**config.mk**
```make
export PLATFORM = sky130hd
export DESIGN_NAME = easing_curve_generator_unit_flat
export DESIGN_NICKNAME = d
export VERILOG_FILES = /design/src/rtl/ecg_pkg.sv /design/src/rtl/ecg_in_if.sv /design/src/rtl/ecg_out_if.sv /design/src/rtl/ecg_ctrl.sv /design/src/rtl/ecg_datapath.sv /design/src/rtl/easing_curve_generator_unit.sv /design/src/flat_wrapper.sv
export SDC_FILE = /design/constraint.sdc
export NUM_CORES = 2
export LEC_CHECK = 0
export BUFFER_PORTS_ARGS = -buffer_cell sky130_fd_sc_hd__buf_2
export CAP_MARGIN = 10
export CORE_MARGIN = 4
export CORE_UTILIZATION = 55
export CTS_CLUSTER_SIZE = 20
export DETAILED_ROUTE_END_ITERATION = 16
export PLACE_DENSITY_LB_ADDON = 0.15
export SETUP_SLACK_MARGIN = 0.1
export SYNTH_ARGS = -nofsm -noshare
export SYNTH_HDL_FRONTEND = slang
export SYNTH_HIERARCHICAL = 1
export SYNTH_SLANG_ARGS = --single-unit
```
**constraint.sdc**
```tcl
create_clock -name clk -period 7.69 [get_ports clk]
set_clock_uncertainty 0.2 [all_clocks]
set_input_delay 0.769 -clock clk [delete_from_list [all_inputs] [get_ports clk]]
set_output_delay 0.769 -clock clk [all_outputs]
set_load 0.005 [all_outputs]
```
**src/rtl/ecg_pkg.sv**
```systemverilog
package ecg_pkg;

  localparam int FracBits   = 16;
  localparam int CountWidth = 16;
  localparam int ProgWidth  = FracBits + 1;
  localparam int DataWidth  = 32;

  localparam logic [ProgWidth-1:0] OneQ  = ProgWidth'(1) << FracBits;
  localparam logic [ProgWidth-1:0] HalfQ = ProgWidth'(1) << (FracBits - 1);
  // round(1.70154 * 2^FracBits)
  localparam logic [ProgWidth:0] BackC =
    (ProgWidth+1)'(((64'd170154 << FracBits) + 64'd50000) / 64'd100000);

  localparam logic [15:0] DurationReset = 16'd60;
  localparam logic [3:0]  PowerReset    = 4'd1;
  localparam logic [2:0]  KindReset     = 3'd0;

  typedef enum logic [1:0] {
    REG_DURATION = 2'd0,
    REG_POWER    = 2'd1,
    REG_KIND     = 2'd2
  } reg_index_t;

  typedef enum logic [2:0] {
    KIND_LINEAR   = 3'd0,
    KIND_EASE_IN  = 3'd1,
    KIND_EASE_OUT = 3'd2,
    KIND_IN_OUT   = 3'd3,
    KIND_BACK_IN  = 3'd4
  } curve_kind_t;

  typedef enum logic [3:0] {
    ST_IDLE,
    ST_DIV,
    ST_PROG,
    ST_PREP,
    ST_POW,
    ST_BACK1,
    ST_BACK2,
    ST_FACTOR,
    ST_SCALE,
    ST_OUT
  } ecg_state_t;

  typedef struct packed {
    logic load;        // apply restart and first half of the tick
    logic div_start;
    logic div_step;
    logic prog_update;
    logic pow_init;
    logic pow_step;
    logic back1;
    logic back2;
    logic factor;
    logic scale;
  } ecg_cmd_t;

  typedef struct packed {
    logic div_needed;
    logic div_done;
    logic pow_done;
    logic back_kind;
  } ecg_status_t;

endpackage

```
**src/rtl/ecg_in_if.sv**
```systemverilog
interface ecg_in_if;
  logic valid;
  logic ready;
  logic restart;
  logic advance;
  logic signed [31:0] start_value;
  logic signed [31:0] end_value;
  modport source (output valid, restart, advance, start_value, end_value, input ready);
  modport sink (input valid, restart, advance, start_value, end_value, output ready);
endinterface

```
**src/rtl/ecg_out_if.sv**
```systemverilog
interface ecg_out_if;
  logic valid;
  logic ready;
  logic signed [31:0] eased_value;
  logic [16:0] progress;
  logic finished;
  modport source (output valid, eased_value, progress, finished, input ready);
  modport sink (input valid, eased_value, progress, finished, output ready);
endinterface

```
**src/rtl/ecg_ctrl.sv**
```systemverilog
module ecg_ctrl (
  input  logic                    clk,
  input  logic                    rst,
  input  logic                    in_valid,
  output logic                    in_ready,
  output logic                    out_load,
  input  logic                    out_busy,
  input  logic                    advance,
  input  ecg_pkg::ecg_status_t    status,
  output ecg_pkg::ecg_cmd_t       cmd
);

  ecg_pkg::ecg_state_t state, state_next;

  always_ff @(posedge clk) begin
    if (rst) begin
      state <= ecg_pkg::ST_IDLE;
    end else begin
      state <= state_next;
    end
  end

  always_comb begin
    state_next = state;
    cmd = '0;
    in_ready = 1'b0;
    out_load = 1'b0;
    case (state)
      ecg_pkg::ST_IDLE: begin
        in_ready = 1'b1;
        if (in_valid) begin
          cmd.load = 1'b1;
          state_next = advance ? ecg_pkg::ST_DIV : ecg_pkg::ST_PREP;
        end
      end
      ecg_pkg::ST_DIV: begin
        cmd.div_start = 1'b1;
        state_next = ecg_pkg::ST_PROG;
      end
      ecg_pkg::ST_PROG: begin
        if (!status.div_needed || status.div_done) begin
          cmd.prog_update = 1'b1;
          state_next = ecg_pkg::ST_PREP;
        end else begin
          cmd.div_step = 1'b1;
        end
      end
      ecg_pkg::ST_PREP: begin
        cmd.pow_init = 1'b1;
        state_next = ecg_pkg::ST_POW;
      end
      ecg_pkg::ST_POW: begin
        if (status.pow_done) begin
          state_next = status.back_kind ? ecg_pkg::ST_BACK1 : ecg_pkg::ST_FACTOR;
        end else begin
          cmd.pow_step = 1'b1;
        end
      end
      ecg_pkg::ST_BACK1: begin
        cmd.back1 = 1'b1;
        state_next = ecg_pkg::ST_BACK2;
      end
      ecg_pkg::ST_BACK2: begin
        cmd.back2 = 1'b1;
        state_next = ecg_pkg::ST_FACTOR;
      end
      ecg_pkg::ST_FACTOR: begin
        cmd.factor = 1'b1;
        state_next = ecg_pkg::ST_SCALE;
      end
      ecg_pkg::ST_SCALE: begin
        cmd.scale = 1'b1;
        state_next = ecg_pkg::ST_OUT;
      end
      ecg_pkg::ST_OUT: begin
        if (!out_busy) begin
          out_load = 1'b1;
          state_next = ecg_pkg::ST_IDLE;
        end
      end
      default: state_next = ecg_pkg::ST_IDLE;
    endcase
  end

  a_load_only_idle: assert property (@(posedge clk) disable iff (rst)
    cmd.load |-> state == ecg_pkg::ST_IDLE) else $error("load outside idle");
  a_out_after_scale: assert property (@(posedge clk) disable iff (rst)
    state == ecg_pkg::ST_SCALE |=> state == ecg_pkg::ST_OUT) else $error("scale not followed by out");
  a_single_step: assert property (@(posedge clk) disable iff (rst)
    !(cmd.div_step && cmd.pow_step)) else $error("two units stepped");

endmodule

```
**src/rtl/ecg_datapath.sv**
```systemverilog
module ecg_datapath (
  input  logic                  clk,
  input  logic                  rst,
  input  ecg_pkg::ecg_cmd_t     cmd,
  output ecg_pkg::ecg_status_t  status,
  input  logic                  restart,
  input  logic                  advance,
  input  logic signed [31:0]    start_value,
  input  logic signed [31:0]    end_value,
  input  logic [15:0]           duration_ticks,
  input  logic [3:0]            curve_power,
  input  logic [2:0]            curve_kind,
  output logic signed [31:0]    eased_value,
  output logic [16:0]           progress,
  output logic                  finished
);

  localparam int PW = ecg_pkg::ProgWidth;
  localparam int CW = ecg_pkg::CountWidth;
  localparam int FB = ecg_pkg::FracBits;
  localparam int NumW = CW + FB;
  localparam int StepW = $clog2(NumW + 1);

  // persistent state
  logic [CW-1:0] tick_count;
  logic [PW-1:0] prog;
  logic          end_flag;

  // per-item registers
  logic signed [31:0] start_r;
  logic signed [32:0] span;
  logic [NumW-1:0]    quo;
  logic [CW:0]        rem;
  logic [StepW-1:0]   div_cnt;
  logic               div_busy;
  logic [PW-1:0]      pw_base;
  logic [PW-1:0]      pw_acc;
  logic [3:0]         pw_cnt;
  logic               use_out;
  logic signed [PW+1:0] inner;
  logic signed [PW+2:0] factor;
  logic signed [66:0] scaled;

  // tick rule, first half: wrap, increment, flag and cap
  logic [CW-1:0] cnt_a, cnt_b, cnt_c;
  logic [PW-1:0] prog_a;
  logic          flag_a, flag_b;
  always_comb begin
    cnt_a  = restart ? '0 : tick_count;
    prog_a = restart ? '0 : prog;
    flag_a = restart ? 1'b0 : end_flag;
    if (flag_a && (cnt_a >= duration_ticks)) begin
      cnt_a = '0;
      prog_a = '0;
      flag_a = 1'b0;
    end
    cnt_b = (cnt_a != '1) ? cnt_a + 1'b1 : cnt_a;
    flag_b = flag_a | (prog_a >= ecg_pkg::OneQ);
    cnt_c = (cnt_b > duration_ticks) ? duration_ticks : cnt_b;
  end

  // restoring divider, one quotient bit per cycle
  logic [CW+1:0] rem_sh;
  logic [CW+1:0] rem_diff;
  always_comb begin
    rem_sh = {rem, quo[NumW-1]};
    rem_diff = rem_sh - {2'b00, duration_ticks};
  end

  logic [2*PW-1:0] pw_prod;
  assign pw_prod = pw_acc * pw_base;

  logic [PW:0] one_minus;
  always_comb one_minus = {1'b0, ecg_pkg::OneQ} - {1'b0, prog};

  logic [2*PW+1:0] back_mul;
  assign back_mul = (ecg_pkg::BackC + {1'b0, ecg_pkg::OneQ}) * {{(PW+1){1'b0}}, prog};
  logic signed [2*PW+3:0] pb_prod;
  assign pb_prod = $signed({1'b0, pw_acc}) * inner;

  always_ff @(posedge clk) begin
    if (rst) begin
      tick_count <= '0;
      prog <= '0;
      end_flag <= 1'b0;
      div_busy <= 1'b0;
    end else begin
      if (cmd.load) begin
        if (advance) begin
          tick_count <= cnt_c;
          end_flag <= flag_b;
          prog <= prog_a;
        end else if (restart) begin
          tick_count <= '0;
          prog <= '0;
          end_flag <= 1'b0;
        end
      end
      if (cmd.div_start) begin
        div_busy <= (duration_ticks != '0);
      end else if (cmd.div_step && div_cnt == StepW'(NumW - 1)) begin
        div_busy <= 1'b0;
      end
      if (cmd.prog_update) begin
        if (duration_ticks == '0) begin
          prog <= ecg_pkg::OneQ;
        end else if (quo > NumW'(ecg_pkg::OneQ)) begin
          prog <= ecg_pkg::OneQ;
        end else begin
          prog <= quo[PW-1:0];
        end
      end
    end
  end

  always_ff @(posedge clk) begin
    if (cmd.load) begin
      start_r <= start_value;
      span <= 33'(end_value) - 33'(start_value);
    end
    if (cmd.div_start) begin
      quo <= {tick_count, {FB{1'b0}}};
      rem <= '0;
      div_cnt <= '0;
    end else if (cmd.div_step) begin
      div_cnt <= div_cnt + 1'b1;
      if (!rem_diff[CW+1]) begin
        rem <= rem_diff[CW:0];
        quo <= {quo[NumW-2:0], 1'b1};
      end else begin
        rem <= rem_sh[CW:0];
        quo <= {quo[NumW-2:0], 1'b0};
      end
    end
    if (cmd.pow_init) begin
      use_out <= (curve_kind == ecg_pkg::KIND_EASE_OUT) ||
                 ((curve_kind == ecg_pkg::KIND_IN_OUT) && (prog >= ecg_pkg::HalfQ));
      pw_base <= ((curve_kind == ecg_pkg::KIND_EASE_OUT) ||
                  ((curve_kind == ecg_pkg::KIND_IN_OUT) && (prog >= ecg_pkg::HalfQ)))
                 ? one_minus[PW-1:0] : prog;
      pw_acc <= ecg_pkg::OneQ;
      pw_cnt <= curve_power;
    end else if (cmd.pow_step) begin
      pw_acc <= pw_prod[FB +: PW];
      pw_cnt <= pw_cnt - 1'b1;
    end
    if (cmd.back1) begin
      inner <= $signed({1'b0, back_mul[FB +: PW+1]}) - $signed({1'b0, ecg_pkg::BackC});
    end
    if (cmd.back2) begin
      factor <= (PW+3)'(pb_prod >>> FB);
    end else if (cmd.factor) begin
      case (curve_kind)
        ecg_pkg::KIND_EASE_IN, ecg_pkg::KIND_EASE_OUT, ecg_pkg::KIND_IN_OUT:
          factor <= use_out
            ? $signed({2'b00, ecg_pkg::OneQ}) - $signed({2'b00, pw_acc})
            : $signed({2'b00, pw_acc});
        ecg_pkg::KIND_BACK_IN: factor <= factor;
        default: factor <= $signed({2'b00, prog});
      endcase
    end
    if (cmd.scale) begin
      scaled <= 67'(span * factor);
    end
  end

  logic signed [67:0] sum;
  always_comb begin
    sum = 68'(start_r) + 68'(scaled >>> FB);
    if (sum > 68'sh7FFFFFFF) begin
      eased_value = 32'sh7FFFFFFF;
    end else if (sum < -68'sh80000000) begin
      eased_value = -32'sh80000000;
    end else begin
      eased_value = sum[31:0];
    end
  end

  assign progress = prog;
  assign finished = end_flag;
  assign status.div_needed = div_busy;
  assign status.div_done = !div_busy;
  assign status.pow_done = (pw_cnt == '0);
  assign status.back_kind = (curve_kind == ecg_pkg::KIND_BACK_IN);

  a_prog_cap: assert property (@(posedge clk) disable iff (rst)
    prog <= ecg_pkg::OneQ) else $error("progress above one");
  a_count_cap: assert property (@(posedge clk) disable iff (rst)
    $past(cmd.load) && $past(advance) |-> tick_count <= $past(duration_ticks) ||
    $past(duration_ticks) == '0) else $error("count above duration");
  a_div_len: assert property (@(posedge clk) disable iff (rst)
    cmd.div_start |=> div_cnt == '0) else $error("divider not cleared");

endmodule

```
**src/rtl/easing_curve_generator_unit.sv**
```systemverilog
// Power easing generator: each request may restart and/or advance a tick timer, then
// evaluates linear, ease-in, ease-out, in-out or back-in curves between start_value and
// end_value (Q16.16, saturated). One request at a time, stepped through accept, prep,
// final power check, factor, scale and output load. With advance set, the bit-serial
// progress divider runs before prep (no steps when duration_ticks is zero); there is
// one power step per unit of curve_power (up to 15), and back-in adds BACK1 and BACK2.
// The result sits in an output register so the next request is taken while it waits.
module easing_curve_generator_unit (
  input  logic        clk,
  input  logic        rst,
  ecg_in_if.sink      in_ch,
  ecg_out_if.source   out_ch,
  input  logic        psel,
  input  logic        penable,
  input  logic        pwrite,
  input  logic [3:0]  paddr,
  input  logic [31:0] pwdata,
  output logic [31:0] prdata,
  output logic        pready
);

  // configuration registers
  logic [15:0] duration_ticks;
  logic [3:0]  curve_power;
  logic [2:0]  curve_kind;
  logic        wr_en;
  ecg_pkg::reg_index_t wr_idx;

  assign pready = 1'b1;
  assign wr_en = psel && penable && pwrite;
  assign wr_idx = ecg_pkg::reg_index_t'(paddr[3:2]);

  always_ff @(posedge clk) begin
    if (rst) begin
      duration_ticks <= ecg_pkg::DurationReset;
      curve_power <= ecg_pkg::PowerReset;
      curve_kind <= ecg_pkg::KindReset;
    end else if (wr_en) begin
      case (wr_idx)
        ecg_pkg::REG_DURATION: duration_ticks <= pwdata[15:0];
        ecg_pkg::REG_POWER:    curve_power <= pwdata[3:0];
        ecg_pkg::REG_KIND:     curve_kind <= pwdata[2:0];
        default: ;
      endcase
    end
  end

  always_comb begin
    case (wr_idx)
      ecg_pkg::REG_DURATION: prdata = {16'd0, duration_ticks};
      ecg_pkg::REG_POWER:    prdata = {28'd0, curve_power};
      ecg_pkg::REG_KIND:     prdata = {29'd0, curve_kind};
      default:               prdata = '0;
    endcase
  end

  ecg_pkg::ecg_cmd_t    cmd;
  ecg_pkg::ecg_status_t status;
  logic out_load;
  logic signed [31:0] dp_value;
  logic [16:0] dp_prog;
  logic dp_fin;

  // output register frees the datapath as soon as the result is captured
  logic out_valid;
  assign out_ch.valid = out_valid;

  ecg_ctrl u_ctrl (
    .clk(clk), .rst(rst),
    .in_valid(in_ch.valid), .in_ready(in_ch.ready),
    .out_load(out_load), .out_busy(out_valid && !out_ch.ready),
    .advance(in_ch.advance), .status(status), .cmd(cmd)
  );

  ecg_datapath u_dp (
    .clk(clk), .rst(rst), .cmd(cmd), .status(status),
    .restart(in_ch.restart), .advance(in_ch.advance),
    .start_value(in_ch.start_value), .end_value(in_ch.end_value),
    .duration_ticks(duration_ticks), .curve_power(curve_power), .curve_kind(curve_kind),
    .eased_value(dp_value), .progress(dp_prog), .finished(dp_fin)
  );

  always_ff @(posedge clk) begin
    if (rst) begin
      out_valid <= 1'b0;
    end else if (out_load) begin
      out_valid <= 1'b1;
    end else if (out_ch.ready) begin
      out_valid <= 1'b0;
    end
  end

  always_ff @(posedge clk) begin
    if (out_load) begin
      out_ch.eased_value <= dp_value;
      out_ch.progress <= dp_prog;
      out_ch.finished <= dp_fin;
    end
  end

  a_hold: assert property (@(posedge clk) disable iff (rst)
    out_valid && !out_ch.ready |=> out_valid) else $error("result dropped");
  a_no_overwrite: assert property (@(posedge clk) disable iff (rst)
    out_load |-> !(out_valid && !out_ch.ready)) else $error("result overwritten");
  a_cfg_idle: assert property (@(posedge clk) disable iff (rst)
    out_load |=> in_ch.ready) else $error("not idle after result");

endmodule

```
**src/flat_wrapper.sv**
```systemverilog
// flat-port wrapper written by rule: the top's interface ports become plain ports
module easing_curve_generator_unit_flat 
  (clk, rst, psel, penable, pwrite, paddr, pwdata, prdata, pready, in_ch_valid, in_ch_restart, in_ch_advance, in_ch_start_value, in_ch_end_value, in_ch_ready, out_ch_valid, out_ch_eased_value, out_ch_progress, out_ch_finished, out_ch_ready);
  ecg_in_if in_ch_i ();
  ecg_out_if out_ch_i ();
  input  logic clk;
  input  logic rst;
  input  logic psel;
  input  logic penable;
  input  logic pwrite;
  input  logic [3:0] paddr;
  input  logic [31:0] pwdata;
  output logic [31:0] prdata;
  output logic pready;
  input wire logic [$bits(in_ch_i.valid)-1:0] in_ch_valid;
  input wire logic [$bits(in_ch_i.restart)-1:0] in_ch_restart;
  input wire logic [$bits(in_ch_i.advance)-1:0] in_ch_advance;
  input wire logic [$bits(in_ch_i.start_value)-1:0] in_ch_start_value;
  input wire logic [$bits(in_ch_i.end_value)-1:0] in_ch_end_value;
  output wire logic [$bits(in_ch_i.ready)-1:0] in_ch_ready;
  output wire logic [$bits(out_ch_i.valid)-1:0] out_ch_valid;
  output wire logic [$bits(out_ch_i.eased_value)-1:0] out_ch_eased_value;
  output wire logic [$bits(out_ch_i.progress)-1:0] out_ch_progress;
  output wire logic [$bits(out_ch_i.finished)-1:0] out_ch_finished;
  input wire logic [$bits(out_ch_i.ready)-1:0] out_ch_ready;
  assign in_ch_i.valid = in_ch_valid;
  assign in_ch_i.restart = in_ch_restart;
  assign in_ch_i.advance = in_ch_advance;
  assign in_ch_i.start_value = in_ch_start_value;
  assign in_ch_i.end_value = in_ch_end_value;
  assign in_ch_ready = in_ch_i.ready;
  assign out_ch_valid = out_ch_i.valid;
  assign out_ch_eased_value = out_ch_i.eased_value;
  assign out_ch_progress = out_ch_i.progress;
  assign out_ch_finished = out_ch_i.finished;
  assign out_ch_i.ready = out_ch_ready;
  easing_curve_generator_unit u_core (.clk(clk), .rst(rst), .in_ch(in_ch_i), .out_ch(out_ch_i), .psel(psel), .penable(penable), .pwrite(pwrite), .paddr(paddr), .pwdata(pwdata), .prdata(prdata), .pready(pready));
endmodule
```
==> out/results.tsv <==
metric	value	unit
status	completed	
cpMaxStageDelayCell	edfxtp_1	
finalSetupTns	0	ns
critPathRequiredTime	7.87	ns
clk_pin_slew	0.06	ns
drt.antenna.violating_nets	0	
grt_max_degree	69	
htreeDepth	2	
drc	0	
numCtsBuffers	43	
maxCapViolCount	0	
clock_tree.buffer_depth	3	
dieArea	127000	um^2
synth_ff_type	edfxtp_1	
io_buffers	158	
cp_common_cell	fa_1	
worstPathArrival	7.60	ns
root_buffer	clkbuf_16	
slowest_delay	0.57	ns
yosysMostFrequentCell	inv_1	
final_core_util	60.0	%
netlist.area_leader.share	38.5	%
dr.first_iter.drc_count	2838	
crit_family	adder cells	
initial_core_util	55.6	%
fp.dieH	357	um
synth_cells	7128	
critPathBufInv	6	
synth_edf_count	229	
die_w	357	um
synth_top_cell_by_area	fa_1	
synthArstFlopShare	0	%
vias_per_cell	5.44	
rows	127	
dpl_worst_slack	-0.0785	ns
vias	48500	
hold_viol	0	
ys_ff_latch	348	
start_kind	register	
first_pass_iters	6	
grt_setup_unrepaired	true	
netlist_area	66900	um^2
grt_pass1_wl	280	mm
ys_types	91	
cp_max_fo	5	
critical_path_class	register to register	
grt_pass1_vias	51700	
grtUsageTotal	27.8	%
placed_cell_area	70600	um^2
avgSynthCellArea	9.39	um^2
hpwl	143	mm
holdCritStartpoint	in_ch_start_value[21]	
period_share	96.6	%
ys_seq_area_share	13.8	%
boundaryPins	194	
tritoncts	done	
setup_viol	0	
drive_gt1_share	7.87	%
whs_path_depth	1	
clock_latency	0.63	ns
cts.sinks	348	
reg2reg_from	u_core/u_dp/span[6]	
min_to	u_core/u_dp/start_r[21]	
rrSetupSlack	0.26	ns
setup_slack	0.262	ns
antenna_found_initial	4	
synthTopCellsByArea	fa_1, ha_1, edfxtp_1	
finalMaxSlewViolations	0	
routed_wl	172	mm
fin_area	72300	um^2
tightest_slew	1.13	ns
r2r-end	u_core/u_dp/scaled[44]	
yosys_warnings	6	
max_freq	135	MHz
overflow	0	
place_congestion	0.938	
r2r_cells	25	
synth_common_cells	inv_1, fa_1, nand2_1, ha_1, and2_1	
syn_to_final_growth	7.99	%
hold_path_class	primary input to register	
fin_nets	9259	
slew_headroom	24.1	%
min_period	7.43	ns
core	120000	um^2
worstSetupEndpointType	register	
wl_per_cell	19.2	um
==> state kept, by name (all words and copies together) (netlist names), 4 cells and up <==
| register | flops |
|---|---|
| u_core/u_dp/rem | 17 |
| u_core/u_dp/factor | 20 |
| u_core/u_dp/tick_count | 16 |
| u_core/u_dp/pw_cnt | 4 |
| u_core/curve_power | 4 |
| u_core/u_ctrl/state | 4 |
| u_core/u_dp/pw_acc | 17 |
| u_core/out_ch.progress | 17 |
| u_core/u_dp/quo | 32 |
| u_core/u_dp/div_cnt | 6 |
| u_core/u_dp/span | 33 |
| u_core/duration_ticks | 16 |
| u_core/u_dp/inner | 19 |
| u_core/u_dp/progress | 17 |
| u_core/u_dp/start_r | 32 |
| u_core/u_dp/scaled | 37 |
| u_core/out_ch.eased_value | 32 |
| u_core/u_dp/pw_base | 17 |
==> area by class of cell <==
class | instances | area, um^2
Multi-Input combinational cell | 4928 | 50700
Fill cell | 10700 | 48200
Sequential cell | 348 | 9270
Inverter | 1536 | 5770
Timing Repair Buffer | 420 | 3130
Tap cell | 1612 | 2020
Clock buffer | 56 | 1200
Clock inverter | 21 | 218
Antenna cell | 2 | 5.00
==> cell families after synthesis <==
group / after synthesis / synth area share [%]
adder cells (fa/ha/maj): 1873 / 49.4
AO/OA/AOI/OAI: 713 / 6.87
other: 2 / 0.0112
flip-flops: 348 / 13.8
buffers and inverters: 1867 / 10.7
XOR/XNOR: 237 / 3.11
AND/OR/NAND/NOR: 2008 / 14.8
multiplexers: 80 / 1.21
==> layout by cell type, fill, tap and decap left out, types with 21 or more instances in the layout <==
master | synthesis | routed
inv_1 | 1535 | 1534
fa_1 | 1286 | 1285
nand2_1 | 832 | 832
ha_1 | 587 | 585
and2_1 | 580 | 579
edfxtp_1 | 229 | 229
buf_4 | 21 | 229
nor2_1 | 220 | 219
a21oi_1 | 185 | 182
o21ai_0 | 169 | 164
xnor2_1 | 162 | 162
buf_2 | 13 | 158
dfxtp_1 | 119 | 111
xor2_1 | 74 | 74
mux2i_1 | 73 | 73
nand2b_1 | 73 | 73
a21o_1 | 64 | 64
nor3_1 | 56 | 50
nor2b_1 | 47 | 47
nand3_1 | 47 | 47
clkbuf_16 | 0 | 45
a22o_1 | 41 | 41
a211oi_1 | 33 | 32
nand4_1 | 30 | 30
o21bai_1 | 30 | 29
buf_12 | 1 | 28
o21a_1 | 25 | 25
and3_1 | 23 | 23
o21ai_1 | 17 | 22
or3_1 | 21 | 21
==> worst max-delay path by stage <==
stage / start / to / slack [ns] / cells after the start
final: u_core/u_dp/span[6] / u_core/u_dp/scaled[44] / 0.26 / 25
after global routing: u_core/u_dp/span[8] / u_core/u_dp/scaled[44] / 0.03 / 24
after CTS: u_core/u_dp/span[10] / u_core/u_dp/scaled[44] / 0.12 / 24
after detailed placement: u_core/u_dp/span[10] / u_core/u_dp/scaled[44] / -0.08 / 24
after global placement: u_core/u_dp/span[12] / u_core/u_dp/scaled[44] / 0.03 / 24
after floorplan: u_core/u_dp/factor[11] / u_core/u_dp/scaled[44] / 0.52 / 25
==> stage by stage <==
stage	hold WS (ns)	std cells
after floorplan	0.223	7143
after global placement	0.266	8824
after detailed placement	0.290	8825
after CTS	0.0980	8906
after global routing	0.119	8921
final	0.145	8923
==> per-layer routing <==
| layer | wire length (um) | up-vias | GRT usage, % |
|---|---|---|---|
| met5 | 27 | - | 0 |
| met4 | 5850 | 4 | 8.78 |
| met3 | 9470 | 283 | 3.53 |
| met2 | 86200 | 1397 | 49.0 |
| met1 | 70100 | 24700 | 35.8 |
| li1 | - | 22100 | - |
==> timing repair <==
item / 4_1_cts / 5_1_grt
setup endpoints to repair: 2 / 17
hold buffers: 0 / 0
setup buffers: 4 / 15
pin swaps: 1 / 10
resized for setup: 3 / 25
Power is left out: the tool's default activity adds up to more than one toggle a clock period on the data nets, which glitch-free logic cannot reach.
